[config.mk]
export PLATFORM = sky130hd
export DESIGN_NAME = idfl_ctrl
export DESIGN_NICKNAME = d
export VERILOG_FILES = /design/src/design/idfl_pkg.sv /design/src/design/idfl_ctrl.sv
export VERILOG_INCLUDE_DIRS = /design/src /design/src/design
export SDC_FILE = /design/constraint.sdc
export NUM_CORES = 1
export LEC_CHECK = 0
export BUFFER_PORTS_ARGS = -buffer_cell sky130_fd_sc_hd__buf_2
export CAP_MARGIN = 20
export CELL_PAD_IN_SITES_DETAIL_PLACEMENT = 1
export CELL_PAD_IN_SITES_GLOBAL_PLACEMENT = 2
export CORE_AREA = 5 5 42 44
export CTS_BUF_LIST = sky130_fd_sc_hd__clkbuf_4 sky130_fd_sc_hd__clkbuf_8
export CTS_CLUSTER_SIZE = 28
export DETAILED_ROUTE_END_ITERATION = 12
export DIE_AREA = 0 0 47 49
export MAX_ROUTING_LAYER = met4
export PLACE_DENSITY_LB_ADDON = 0.1
export RECOVER_POWER = 50
export SLEW_MARGIN = 10
export SYNTH_ARGS = -nofsm -noshare
export SYNTH_HDL_FRONTEND = slang
export SYNTH_SLANG_ARGS = --single-unit
[constraint.sdc]
create_clock -name clk -period 2.9 [get_ports clk]
set_clock_uncertainty 0.1 [all_clocks]
set_input_delay 0 -clock clk [delete_from_list [all_inputs] [get_ports clk]]
set_output_delay 0 -clock clk [all_outputs]
set_load 0.02 [all_outputs]
[src/design/id_free_list_allocator_macros.svh]
// Assertion macros shared by the number allocator modules.
// Depends on nothing; included by the controller and the datapath.
`ifndef ID_FREE_LIST_ALLOCATOR_MACROS_SVH
`define ID_FREE_LIST_ALLOCATOR_MACROS_SVH

// Same-cycle implication, disabled during reset.
`define IDFL_ASSERT_IMP(lbl, clk, rst, ante, cons) \
  lbl: assert property (@(posedge clk) disable iff (rst) (ante) |-> (cons)) \
    else $error("idfl: same-cycle check failed");

// Next-cycle implication, disabled during reset.
`define IDFL_ASSERT_NXT(lbl, clk, rst, ante, cons) \
  lbl: assert property (@(posedge clk) disable iff (rst) (ante) |=> (cons)) \
    else $error("idfl: next-cycle check failed");

`endif

[src/design/idfl_pkg.sv]
// Types and constants of the number allocator.
// Depends on nothing; used by every other file of the block but the macros.
package idfl_pkg;

  localparam int MAX_IDS = 1024;
  localparam int IDX_W   = $clog2(MAX_IDS);
  localparam int CNT_W   = $clog2(MAX_IDS + 1);
  localparam int KIND_W  = 2;

  localparam logic [KIND_W-1:0] KIND_ALLOC   = 2'd0;
  localparam logic [KIND_W-1:0] KIND_CHECK   = 2'd1;
  localparam logic [KIND_W-1:0] KIND_RELEASE = 2'd2;

  localparam logic [CNT_W-1:0] SIZE_MAX = CNT_W'(MAX_IDS);
  localparam logic [IDX_W-1:0] LAST_IDX = IDX_W'(MAX_IDS - 1);

  typedef enum logic [1:0] {
    ST_CLEAR,
    ST_IDLE,
    ST_RESOLVE
  } state_t;

  typedef struct packed {
    logic init;
    logic clear_step;
    logic capture;
    logic resolve;
  } idfl_cmd_t;

  typedef struct packed {
    logic clear_last;
    logic out_free;
  } idfl_status_t;

endpackage

[src/design/idfl_ctrl.sv]
// Controller of the number allocator: clear sweep, request capture, resolve.
// Depends on idfl_pkg and id_free_list_allocator_macros.svh.
`include "id_free_list_allocator_macros.svh"

module idfl_ctrl import idfl_pkg::*; (
  input  logic         clk,
  input  logic         rst,
  input  logic         req_valid,
  input  logic         cfg_write,
  input  idfl_status_t status,
  output logic         req_ready,
  output idfl_cmd_t    cmd
);

  state_t state;
  state_t state_next;

  always_ff @(posedge clk) begin
    if (rst) begin
      state <= ST_CLEAR;
    end else begin
      state <= state_next;
    end
  end

  always_comb begin
    state_next = state;
    unique case (state)
      ST_CLEAR: begin
        if (status.clear_last) state_next = ST_IDLE;
      end
      ST_IDLE: begin
        if (req_valid) state_next = ST_RESOLVE;
      end
      ST_RESOLVE: begin
        if (status.out_free) state_next = ST_IDLE;
      end
      default: state_next = ST_CLEAR;
    endcase
    if (cfg_write) state_next = ST_CLEAR;
  end

  always_comb begin
    req_ready      = 1'b0;
    cmd.init       = cfg_write;
    cmd.clear_step = 1'b0;
    cmd.capture    = 1'b0;
    cmd.resolve    = 1'b0;
    unique case (state)
      ST_CLEAR: begin
        cmd.clear_step = 1'b1;
      end
      ST_IDLE: begin
        req_ready   = 1'b1;
        cmd.capture = req_valid;
      end
      ST_RESOLVE: begin
        cmd.resolve = status.out_free;
      end
      default: begin
        req_ready = 1'b0;
      end
    endcase
  end

  `IDFL_ASSERT_NXT(a_no_back_to_back_capture, clk, rst, cmd.capture, !cmd.capture)
  `IDFL_ASSERT_NXT(a_cfg_restarts_clear, clk, rst, cfg_write, state == ST_CLEAR)
  `IDFL_ASSERT_IMP(a_no_capture_in_clear, clk, rst, cmd.clear_step, !req_ready)

endmodule

Word-level counts from Yosys, hierarchy flattened
Index checks and enable logic that the tools add are counted.
W data, S select, Z words.
- bits in registers: 2
- input bits: 6
- output and inout bits: 5
- logic and storage cells: 17
- equal/unequal tests: 5
- mux-type cells: 8
- reductions and logical operators: 3
- operators by type and width (cell ; count):
    $mux W2 ; 3
    $ne A2 B2 Y1 const B ; 3
    $pmux W2 S3 ; 1
    $mux W1 ; 4
    $reduce_and A3 Y1 ; 1
    $eq A2 B1 Y1 const B ; 1
    $eq A2 B2 Y1 const B ; 1
    $logic_not A2 Y1 ; 1
    $reduce_or A2 Y1 ; 1

Logic depth before layout (Yosys ltp)
Gate-level depths: netlist of the first run.
- word-level depth: 3
- depth in mapped cells: 3
- mapped depth without buffers: 3

Least setup slack after synthesis of the first run
OpenSTA, ideal clock, no wires.
- path type: register -> register
- from: reg state[0]
- to: reg state[1]
- library setup time: 73 ps
- arrival time: 1021 ps
- required time: 2727 ps
- slack: 1706 ps
- stages on the path, launching flop included: 4
- buffers on the path: 0
- clock period less this slack: 1194 ps
- cell sequence: dfxtp_1 > nor2b_1 > a22oi_1 > nor3_2
- cells in the longest elaborated chain, start to end: 3
- elaborated cells on any way between the ends: 8
- those cells by class: 5 x eq/ne; 1 x mux; 2 x reduce/logical
- ends and longest elaborated chain (what ; line ; source):
    start, declared ; idfl_ctrl.sv:15 ; state_t state;
    start signal, assigned ; idfl_ctrl.sv:22 ; state <= state_next;
    $eq A2 B2 Y1 (tied with other cells) ; idfl_ctrl.sv:28 ; unique case (state)
    $ne A2 B2 Y1 (no line) ; - ;
    $reduce_and A3 Y1 (no line) ; - ;
Several ways; a longest one is shown, not always the timed one.
A chain may end at the register's enable or synchronous reset.

Final worst setup path of the first run
- from: reg state[1]
- to: reg state[1]
The elaborated chain is that of the path after synthesis.

==> results of run 1 <==
-- how the worst max path moves through the flow --
stage | from | to | slack (ps) | cells after the start
CTS | state[1]$_SDFFE_PP0P_ | state[1]$_SDFFE_PP0P_ | 1340 | 4
global route | state[0]$_SDFFE_PP0P_ | state[1]$_SDFFE_PP0P_ | 1260 | 4
floorplan | state[0]$_SDFFE_PP0P_ | state[1]$_SDFFE_PP0P_ | 1710 | 3
global placement | state[0]$_SDFFE_PP0P_ | state[0]$_SDFFE_PP0P_ | 1810 | 3
finish | state[1]$_SDFFE_PP0P_ | state[1]$_SDFFE_PP0P_ | 1370 | 4
detailed placement | state[0]$_SDFFE_PP0P_ | state[0]$_SDFFE_PP0P_ | 1820 | 3
-- cell families (layout without fill, tap and decap cells) --
family / Yosys count / count (layout) / share of synthesized area
buf+inv: 2 / 17 / 0.08653
compound gates: 4 / 4 / 0.2308
simple gates: 8 / 8 / 0.3749
flops: 2 / 2 / 0.3077
-- metrics by stage --
step | power [mW] | utilization
after floorplan | 0.04120 | -
after global placement | 0.04959 | 0.1375
after detailed placement | 0.04916 | 0.1375
after CTS | 0.1152 | 0.1750
after global routing | 0.1197 | 0.1679
final | 0.1084 | 0.1679
-- report_power, final --
| part | internal [mW] | switching [mW] |
|---|---|---|
| registers | 0.0287 | 0.00130 |
| logic | 0.00865 | 0.0101 |
| clock network | 0.0455 | 0.0141 |
| total | 0.0828 | 0.0255 |
-- area by class of cell --
class | count | area (sq um) | area share
inverter | 1 | 3.754 | 0.01596
tap | 16 | 20.02 | 0.08511
clock buffer | 3 | 22.52 | 0.09574
multi-input combinational | 12 | 71.32 | 0.3032
sequential | 2 | 40.04 | 0.1702
timing repair buffer | 13 | 77.57 | 0.3298
-- synth_stat cells, drive strengths merged --
cell type / n
a22oi: 1
inv: 1
a211o: 1
nor2: 4
dfxtp: 2
a21oi: 1
buf: 1
nor3: 1
nor2b: 1
nand2: 1
nand2b: 1
o21ai: 1
-- worst max-delay path, stage by stage (launching register included) --
cell and delay [ps]:
dfxtp_1 410, nor2b_1 90, a22oi_1 210, nor3_2 50
dlygate4sd3_1 550
-- timing repair --
item                                   CTS  global route
endpoints found under the hold margin    2             0
setup buffers                            0             0
hold buffers                             3             0
-- per-layer routing --
metal / routed length, um / GRT usage
met1: 241 / 0.06783
met2: 155 / 0.04751
met3: 45 / 0.03321
met4: 0 / 0.02765
met5: 0 / -
==> qor.txt, run 1 <==
design area = 235.2 sq um
worst path required time = 2900 ps
antenna fix cells = 0
max-cap viol count = 0
minimum clock period = 1534 ps
HP Class = in -> reg
Placed Cells = 41
Worst-path clk slew = 30 ps
initial core utilization = 0.09286
fmax = 0.6518 GHz
Worst setup EP type = register
largest net degree at the start of global routing = 7
Avg Inst Size Synth = 8.133 sq um
DR pass1 iterations = 2
worst-path maximum fanout = 6
Hold Path Stages = 3
worst setup margin = 1366 ps
Tcrit/Tclk final = 0.5291
Slew HR = 0.8325
Lkg Pwr = 0.1095 nW
Yosys cell types = 12
final std cells w/o fill = 47
final wirelength = 442 um
Reg with most FFs = state
antenna-violating nets left = 0
Yosys top cell by area = dfxtp_1
Final setup viols = 0
CTS root buf = clkbuf_4
Fillers = 179
1st-iter DRT viols = 1
layout cells sized above 1 = 0.4194
port bufs = 10
All-Layer GR Usage = 0.04831
Die X = 47 um
Max VDD drop = 0.1275 mV
most frequent cells in the layout = buf_2, nor2_1, clkbuf_4, dlygate4sd3_1
first-pass GRT wire length = 745 um
commonest non-fill, non-tap cell in the layout = buf_2
count of final hold-check violations = 0
H-tree levels = 1
Die Area = 2303 sq um
core area = 1401 sq um
Critical R2R Capture = state[1]$_SDFFE_PP0P_
vias in the first global route = 184
Final Net Count = 39
initial antenna violation count = 0
layout overhead on the synthesized area = 80.77%
Regs by FF count = state x2
Syn Inst Count = 16
Worst Hold Endpoint = state[0]$_SDFFE_PP0P_
Slew Limit Fails = 0
Min Hold Slack = 15.83 ps
hold path start = status[1]
DP HPWL = 366.7 um
wire per inst = 9.404 um
register area share after synthesis = 0.3077
clk sinks = 2
FF-to-FF setup slack = 1370 ps
critical path class = reg -> reg
Skew-Pair Late Insertion Delay = 220 ps
Fin Setup TNS = 0 ps
CTS tree = done
dominant cells by area after synthesis = dfxtp_1, nor2_1, nand2b_4, nor3_2, a211o_1
Mapped Area = 130.1 sq um
RSZ-0062 raised after global routing = no
Max clock buf depth = 2
gpl congestion = 0.6299
worst slack, placed = 1823 ps
Largest register FFs = 2
placed inst area = 192.7 sq um
DRC = 0
Worst Tran Pin Value = 252.4 ps
Post-Syn Nets = 22
WP data arrival = 1540 ps
post-cts gate resize count = 0
via/cell ratio = 3.447
pwr/cell area = 460.7 nW/um^2
Synthesis Warnings = 0
r2r startpoint = state[1]$_SDFFE_PP0P_
grt ovf = 0
Worst Reg-to-Reg Cells = 4
total number of vias = 162
status = completed
CTS buffer count = 3
number of primary I/O pins = 11
#FFs+latches synth = 2
Site Rows = 14
Yosys top cell area share = 0.3077
CP startpoint kind = register
Die Ht = 49 um
(Power assumes the default switching activity.)
==> run 2, diff against run 1 <==
--- a/config.mk
+++ b/config.mk
@@ -6,6 +6,7 @@
 export SDC_FILE = /design/constraint.sdc
 export NUM_CORES = 1
 export LEC_CHECK = 0
+export ABC_AREA = 1
 export BUFFER_PORTS_ARGS = -buffer_cell sky130_fd_sc_hd__buf_2
 export CAP_MARGIN = 20
 export CELL_PAD_IN_SITES_DETAIL_PLACEMENT = 1
==> constraint.sdc (replaced) <==
create_clock -name clk -period 1.32 [get_ports clk]
set_clock_uncertainty 0.1 [all_clocks]
set_input_delay 0 -clock clk [delete_from_list [all_inputs] [get_ports clk]]
set_output_delay 0 -clock clk [all_outputs]
set_load 0.02 [all_outputs]
==> run 2 against run 1 <==
Effect of this change: first-iteration DRC count fell by 100%; final area up 4.8%; area after synthesis shrank 4.8%; synthesized cell count is 31% higher; sequential power rose by 120%; combinational power increased by 120%; die area is the same; register-to-register slack worse by 970 ps; flip-flop and latch count stayed put; clock power up 140%.
==> qor.txt, run 2 <==
Final setup viols = 0 (unchanged)
minimum clock period = 1134 ps
Placed Cells = 46 (+12%)
Worst-path clk slew = 30 ps (about the same)
most frequent cells in the layout = buf_2, inv_1, nand2_1, dlygate4sd3_1
All-Layer GR Usage = 0.05548 (+0.007170)
H-tree levels = 1 (unchanged)
gpl congestion = 0.5858 (-7.0%)
Post-synth EDFFs = 0 (unchanged)
Die X = 47 um (unchanged)
Site Rows = 14 (unchanged)
HP Class = in -> reg
layout overhead on the synthesized area = 98.99%
RSZ-0062 raised after global routing = no
clock group share of total power = 0.567 (+0.017)
status = completed
Top FF cell, synth = dfxtp_1
post-cts gate resize count = 0 (unchanged)
grt peak-use layer = met2
Mapped Area = 123.9 sq um (-4.8%)
final wirelength = 458 um (+3.6%)
Slew Limit Fails = 0 (unchanged)
Switching Fraction = 0.2584 (+0.02287)
DR pass1 iterations = 1 (-1)
Synthesis Warnings = 0 (unchanged)
number of primary I/O pins = 11 (unchanged)
worst path required time = 1220 ps (-1680 ps)
Critical Path Slowest Stage Cell = dfxtp_1
grt ovf = 0 (unchanged)
wire per inst = 8.642 um (-8.1%)
#FFs+latches synth = 2 (unchanged)
CTS buffer count = 3 (unchanged)
Seq pwr share = 0.264 (-0.013)
Tcrit/Tclk final = 0.8592
register area share after synthesis = 0.3232 (+0.01554)
CP startpoint kind = register
placed inst area = 186.4 sq um (-3.2%)
pwr/cell area = 1011 nW/um^2 (+120%)
Max VDD drop = 0.2615 mV (+110%)
antenna fix cells = 0 (unchanged)
Post-Syn Nets = 27 (+23%)
Die Ht = 49 um (unchanged)
CTS tree = done
Logic pwr share = 0.169 (-0.004)
max-cap viol count = 0 (unchanged)
port bufs = 10 (unchanged)
grt met1 use = 0.05240 (-0.01543)
GRT met3 Usage = 0.03321 (unchanged)
Largest register FFs = 2 (unchanged)
total number of vias = 177 (+9.3%)
Setup Fix Bufs, Post-CTS = 0 (unchanged)
Slew HR = 0.8326 (about the same)
Skew-Pair Late Insertion Delay = 230 ps (about the same)
Yosys top cell area share = 0.3232 (+0.01554)
initial core utilization = 0.08839 (-0.004464)
CTS root buf = clkbuf_4
Fin Setup TNS = 0 ps (unchanged)
grt met2 use = 0.07240 (+0.02489)
Worst Tran Pin Value = 252.1 ps (-0.2408 ps)
Int Pwr = 0.1848 mW (+120%)
Yosys top cell by area = dfxtp_1
count of final hold-check violations = 0 (unchanged)
Min Hold Slack = 33.33 ps (+17.49 ps)
Regs by FF count = state x2
Worst setup EP type = output port
Max clock buf depth = 2 (unchanged)
WP data arrival = 1030 ps (-510 ps)
fmax = 0.8818 GHz
initial antenna violation count = 0 (unchanged)
design area = 246.5 sq um (+4.8%)
DP HPWL = 341.5 um (-6.9%)
Die Area = 2303 sq um (unchanged)
max incr delay on CP = 360 ps (-190 ps)
Commonest cells post-synth = inv_1, nand2_1, nor2_1
Lkg Pwr = 0.1352 nW (+23%)
largest net degree at the start of global routing = 7 (unchanged)
Reg with most FFs = state
Post-synth ARST share = 0 (unchanged)
layout cells sized above 1 = 0.2973 (-0.1221)
combined area of the multi-input logic cells = 53.80 sq um (-25%)
CP Cell Sequence = inv_1, nor3_1, buf_2
commonest non-fill, non-tap cell in the layout = buf_2
1st-iter DRT viols = 0 (-1)
antenna-violating nets left = 0 (unchanged)
first-pass GRT wire length = 793 um (+6.4%)
Fillers = 188 (+5.0%)
Seq. cell area = 40.04 sq um (unchanged)
dominant cells by area after synthesis = dfxtp_1, inv_1, nand2_1, nor2_1, nand3_1
clk sinks = 2 (unchanged)
critical path class = reg -> out
final std cells w/o fill = 53 (+13%)
vias in the first global route = 187 (+1.6%)
Syn Inst Count = 21 (+5)
Yosys cell types = 9 (-3)
worst-path maximum fanout = 4 (-2)
Sw Pwr = 0.06439 mW (+150%)
top-count cell post-synth = inv_1
Avg Inst Size Synth = 5.899 sq um (-27%)
core area = 1401 sq um (unchanged)
Final Net Count = 45 (+15%)
DRC = 0 (unchanged)
via/cell ratio = 3.340 (-3.1%)
-- run 2: cell type report --
class                           instances  area share
Timing Repair Buffer                   14      0.3553
Multi-Input combinational cell         12      0.2183
Sequential cell                         2      0.1624
Clock buffer                            3     0.09137
Inverter                                6     0.09137
Tap cell                               16     0.08122
-- run 2: routing by layer --
layer | share of wire | up-vias
met5 | 0 | -
met4 | 0.031 | 0
met3 | 0.090 | 2
met2 | 0.51 | 6
met1 | 0.37 | 76
li1 | - | 93
-- run 2: through the flow --
step	setup slack [ps]	util	power, mW
global placement	426.5	0.1330	0.1018
CTS	154.7	0.1777	0.2629
detailed placement	420.0	0.1330	0.1013
finish	185.9	0.1759	0.2492
global route	69.05	0.1759	0.2736
floorplan	269.5	-	0.08723
-- run 2: timing repair --
item,CTS,global route
endpoints found under the setup margin,0,0
endpoints found under the hold margin,2,0
hold buffers,4,0
-- run 2: path summary, 6_finish.rpt --
kind,from,endpoint,slack [ps],depth (start not counted)
worst max-delay path,state[1]$_SDFFE_PP0P_,cmd[0],190,3
worst min-delay path,status[0],state[1]$_SDFFE_PP0P_,30,4
worst max register to register,state[0]$_SDFFE_PP0P_,state[1]$_SDFFE_PP0P_,400,2
worst min register to register,state[1]$_SDFFE_PP0P_,state[1]$_SDFFE_PP0P_,480,2
-- run 2: critical path, delay by kind of cell, from the launching register on --
family	cells	cell delay, ps
AND/OR/NAND/NOR	1	170
buffers and inverters	2	270
flip-flops	1	360
-- run 2: power groups by stage --
stage          clock network, mW  logic, mW  registers, mW
2_1_floorplan                  0     0.0215         0.0658
3_3_place_gp                   0     0.0352         0.0666
3_5_place_dp                   0     0.0349         0.0664
4_1_cts                    0.153     0.0444         0.0657
5_1_grt                    0.160     0.0477         0.0660
6_report                   0.141     0.0420         0.0658
-- run 2: kinds of logic (layout without fill, tap and decap cells) --
family | after synthesis | in the layout | share of synthesized area
AND/OR/NAND/NOR | 10 | 10 | 0.3333
buffers and inverters | 7 | 23 | 0.2424
AO/OA/AOI/OAI | 2 | 2 | 0.1010
flip-flops | 2 | 2 | 0.3232
==> run 3, diff against run 2 <==
--- a/config.mk
+++ b/config.mk
@@ -17,7 +17,7 @@
 export DETAILED_ROUTE_END_ITERATION = 12
 export DIE_AREA = 0 0 47 49
 export MAX_ROUTING_LAYER = met4
-export PLACE_DENSITY_LB_ADDON = 0.1
+export PLACE_DENSITY = 0.58
 export RECOVER_POWER = 50
 export SLEW_MARGIN = 10
 export SYNTH_ARGS = -nofsm -noshare
==> run 3 against run 2 <==
Effect of this change: non-clock buffer count unchanged; die area is the same; flip-flop and latch count unchanged; utilization grew 0.089 points; register-to-register slack improved by 50 ps; final area is 0.51% higher; setup slack gained 29 ps; first-iteration DRC count stayed put; count of clock-buffer cells in the layout unchanged; combinational power grew 2%; clock power shrank 4%; largest power group unchanged.
==> qor.txt, run 3 (synthesis results as in run 2) <==
status = completed
Sw Pwr = 0.05978 mW (-7.2%)
largest net degree at the start of global routing = 7 (unchanged)
hold path start = status[0]
post-cts gate resize count = 0 (unchanged)
layout overhead on the synthesized area = 100.0%
port bufs = 10 (unchanged)
Slew HR = 0.8344 (+0.001772)
Die X = 47 um (unchanged)
first-pass GRT wire length = 786 um (-0.88%)
Final setup viols = 0 (unchanged)
Slew Limit Fails = 0 (unchanged)
Critical Path Slowest Stage Cell = dfxtp_1
Largest register FFs = 2 (unchanged)
H-tree levels = 1 (unchanged)
core area = 1401 sq um (unchanged)
clk sinks = 2 (unchanged)
wire per inst = 8.283 um (-4.1%)
Logic pwr share = 0.175 (+0.006)
1st-iter DRT viols = 0 (unchanged)
Worst-path clk slew = 30 ps (about the same)
HP Class = in -> reg
CTS buffer count = 3 (unchanged)
gpl congestion = 0.6388 (+9.0%)
Fin Setup TNS = 0 ps (unchanged)
total power = 0.2446 mW (-1.9%)
initial antenna violation count = 0 (unchanged)
Max VDD drop = 0.2117 mV (-19%)
max-cap viol count = 0 (unchanged)
critical path class = reg -> out
CP Cell Sequence = inv_1, nor3_1, buf_2
max incr delay on CP = 350 ps (about the same)
pwr/cell area = 987.2 nW/um^2 (-2.4%)
number of primary I/O pins = 11 (unchanged)
Seq pwr share = 0.268 (+0.004)
via/cell ratio = 3.245 (-2.8%)
Setup Fix Bufs, Post-CTS = 0 (unchanged)
Site Rows = 14 (unchanged)
worst-path maximum fanout = 4 (unchanged)
r2r startpoint = state[0]$_SDFFE_PP0P_
Skew-Pair Late Insertion Delay = 230 ps (about the same)
CTS root buf = clkbuf_4
Worst setup EP type = output port
CTS tree = done
Final Util = 0.1768 (+0.0008930)
grt ovf = 0 (unchanged)
Switching Fraction = 0.2444 (-0.01401)
CP startpoint kind = register
vias in the first global route = 192 (+2.7%)
initial core utilization = 0.08839 (unchanged)
clock group share of total power = 0.558 (-0.009)
layout cells sized above 1 = 0.3243 (+0.02703)
All-Layer GR Usage = 0.05403 (-0.001441)
Lkg Pwr = 0.1380 nW (+2.0%)
Regs by FF count = state x2
DR pass1 iterations = 1 (unchanged)
Worst Tran Pin Value = 249.5 ps (-2.669 ps)
WP data arrival = 1010 ps (-20 ps)
Tcrit/Tclk final = 0.8375 (-0.02171)
worst path required time = 1220 ps (about the same)
Worst Setup SP = state[1]$_SDFFE_PP0P_
RSZ-0062 raised after global routing = no
placed inst area = 186.4 sq um (unchanged)
Reg with most FFs = state
count of final hold-check violations = 0 (unchanged)
Die Ht = 49 um (unchanged)
antenna fix cells = 0 (unchanged)
DRC = 0 (unchanged)
final wirelength = 439 um (-4.1%)
total number of vias = 172 (-2.8%)
Final Net Count = 45 (unchanged)
commonest non-fill, non-tap cell in the layout = buf_2
fmax = 0.9046 GHz (+2.6%)
design area = 247.7 sq um (+0.51%)
minimum clock period = 1105 ps (-28.66 ps)
most frequent cells in the layout = buf_2, inv_1, nand2_1, dlygate4sd3_1
antenna-violating nets left = 0 (unchanged)
Max clock buf depth = 2 (unchanged)
Die Area = 2303 sq um (unchanged)
Int Pwr = 0.1848 mW (about the same)
[run 3: worst max-delay path, delay by kind of cell (launching register included)]
family | cells | cell delay [ps]
flops | 1 | 350
simple gates | 1 | 160
buf+inv | 2 | 270
[run 3: per-stage QoR]
stage | worst slack (ps) | std cells | hold slack (ps)
2_1_floorplan | 269.5 | 21 | 12.59
3_3_place_gp | 429.9 | 46 | 133.9
5_1_grt | 116.1 | 53 | 70.41
3_5_place_dp | 436.3 | 46 | 138.3
6_report | 214.6 | 53 | 19.47
4_1_cts | 190.3 | 53 | 9.437
[run 3: final cells by class]
cell class                 count  area [sq um]
inverter                       6         22.52
multi-input combinational     12         53.80
sequential                     2         40.04
fill                         188          1154
tap                           16         20.02
timing repair buffer          14         88.84
clock buffer                   3         22.52
[run 3: power by group through the flow]
stage | clock network [mW] | registers, mW | logic (mW)
floorplan | 0 | 0.0658 | 0.0215
global placement | 0 | 0.0663 | 0.0345
detailed placement | 0 | 0.0663 | 0.0353
CTS | 0.144 | 0.0655 | 0.0444
global route | 0.158 | 0.0659 | 0.0487
finish | 0.136 | 0.0655 | 0.0427
[run 3: timing repair]
| item | 4_1_cts | 5_1_grt |
|---|---|---|
| hold buffers | 4 | 0 |
| hold endpoints to repair | 2 | 0 |
| setup endpoints to repair | 0 | 0 |
[run 3: worst paths after layout]
check        slack, ps                    end  cells past startpoint
max                210                 cmd[0]                      3
min                 20  state[1]$_SDFFE_PP0P_                      4
max reg2reg        450  state[1]$_SDFFE_PP0P_                      2
min reg2reg        460  state[1]$_SDFFE_PP0P_                      2
[run 3: layer usage]
| layer | routed length, um | track usage | up-vias | part of all wire |
|---|---|---|---|---|
| met5 | 0 | - | - | 0 |
| met4 | 0 | 0.05530 | 0 | 0 |
| met3 | 48 | 0.03690 | 0 | 0.11 |
| met2 | 242 | 0.07014 | 4 | 0.55 |
| met1 | 148 | 0.04803 | 74 | 0.34 |
| li1 | - | - | 94 | - |
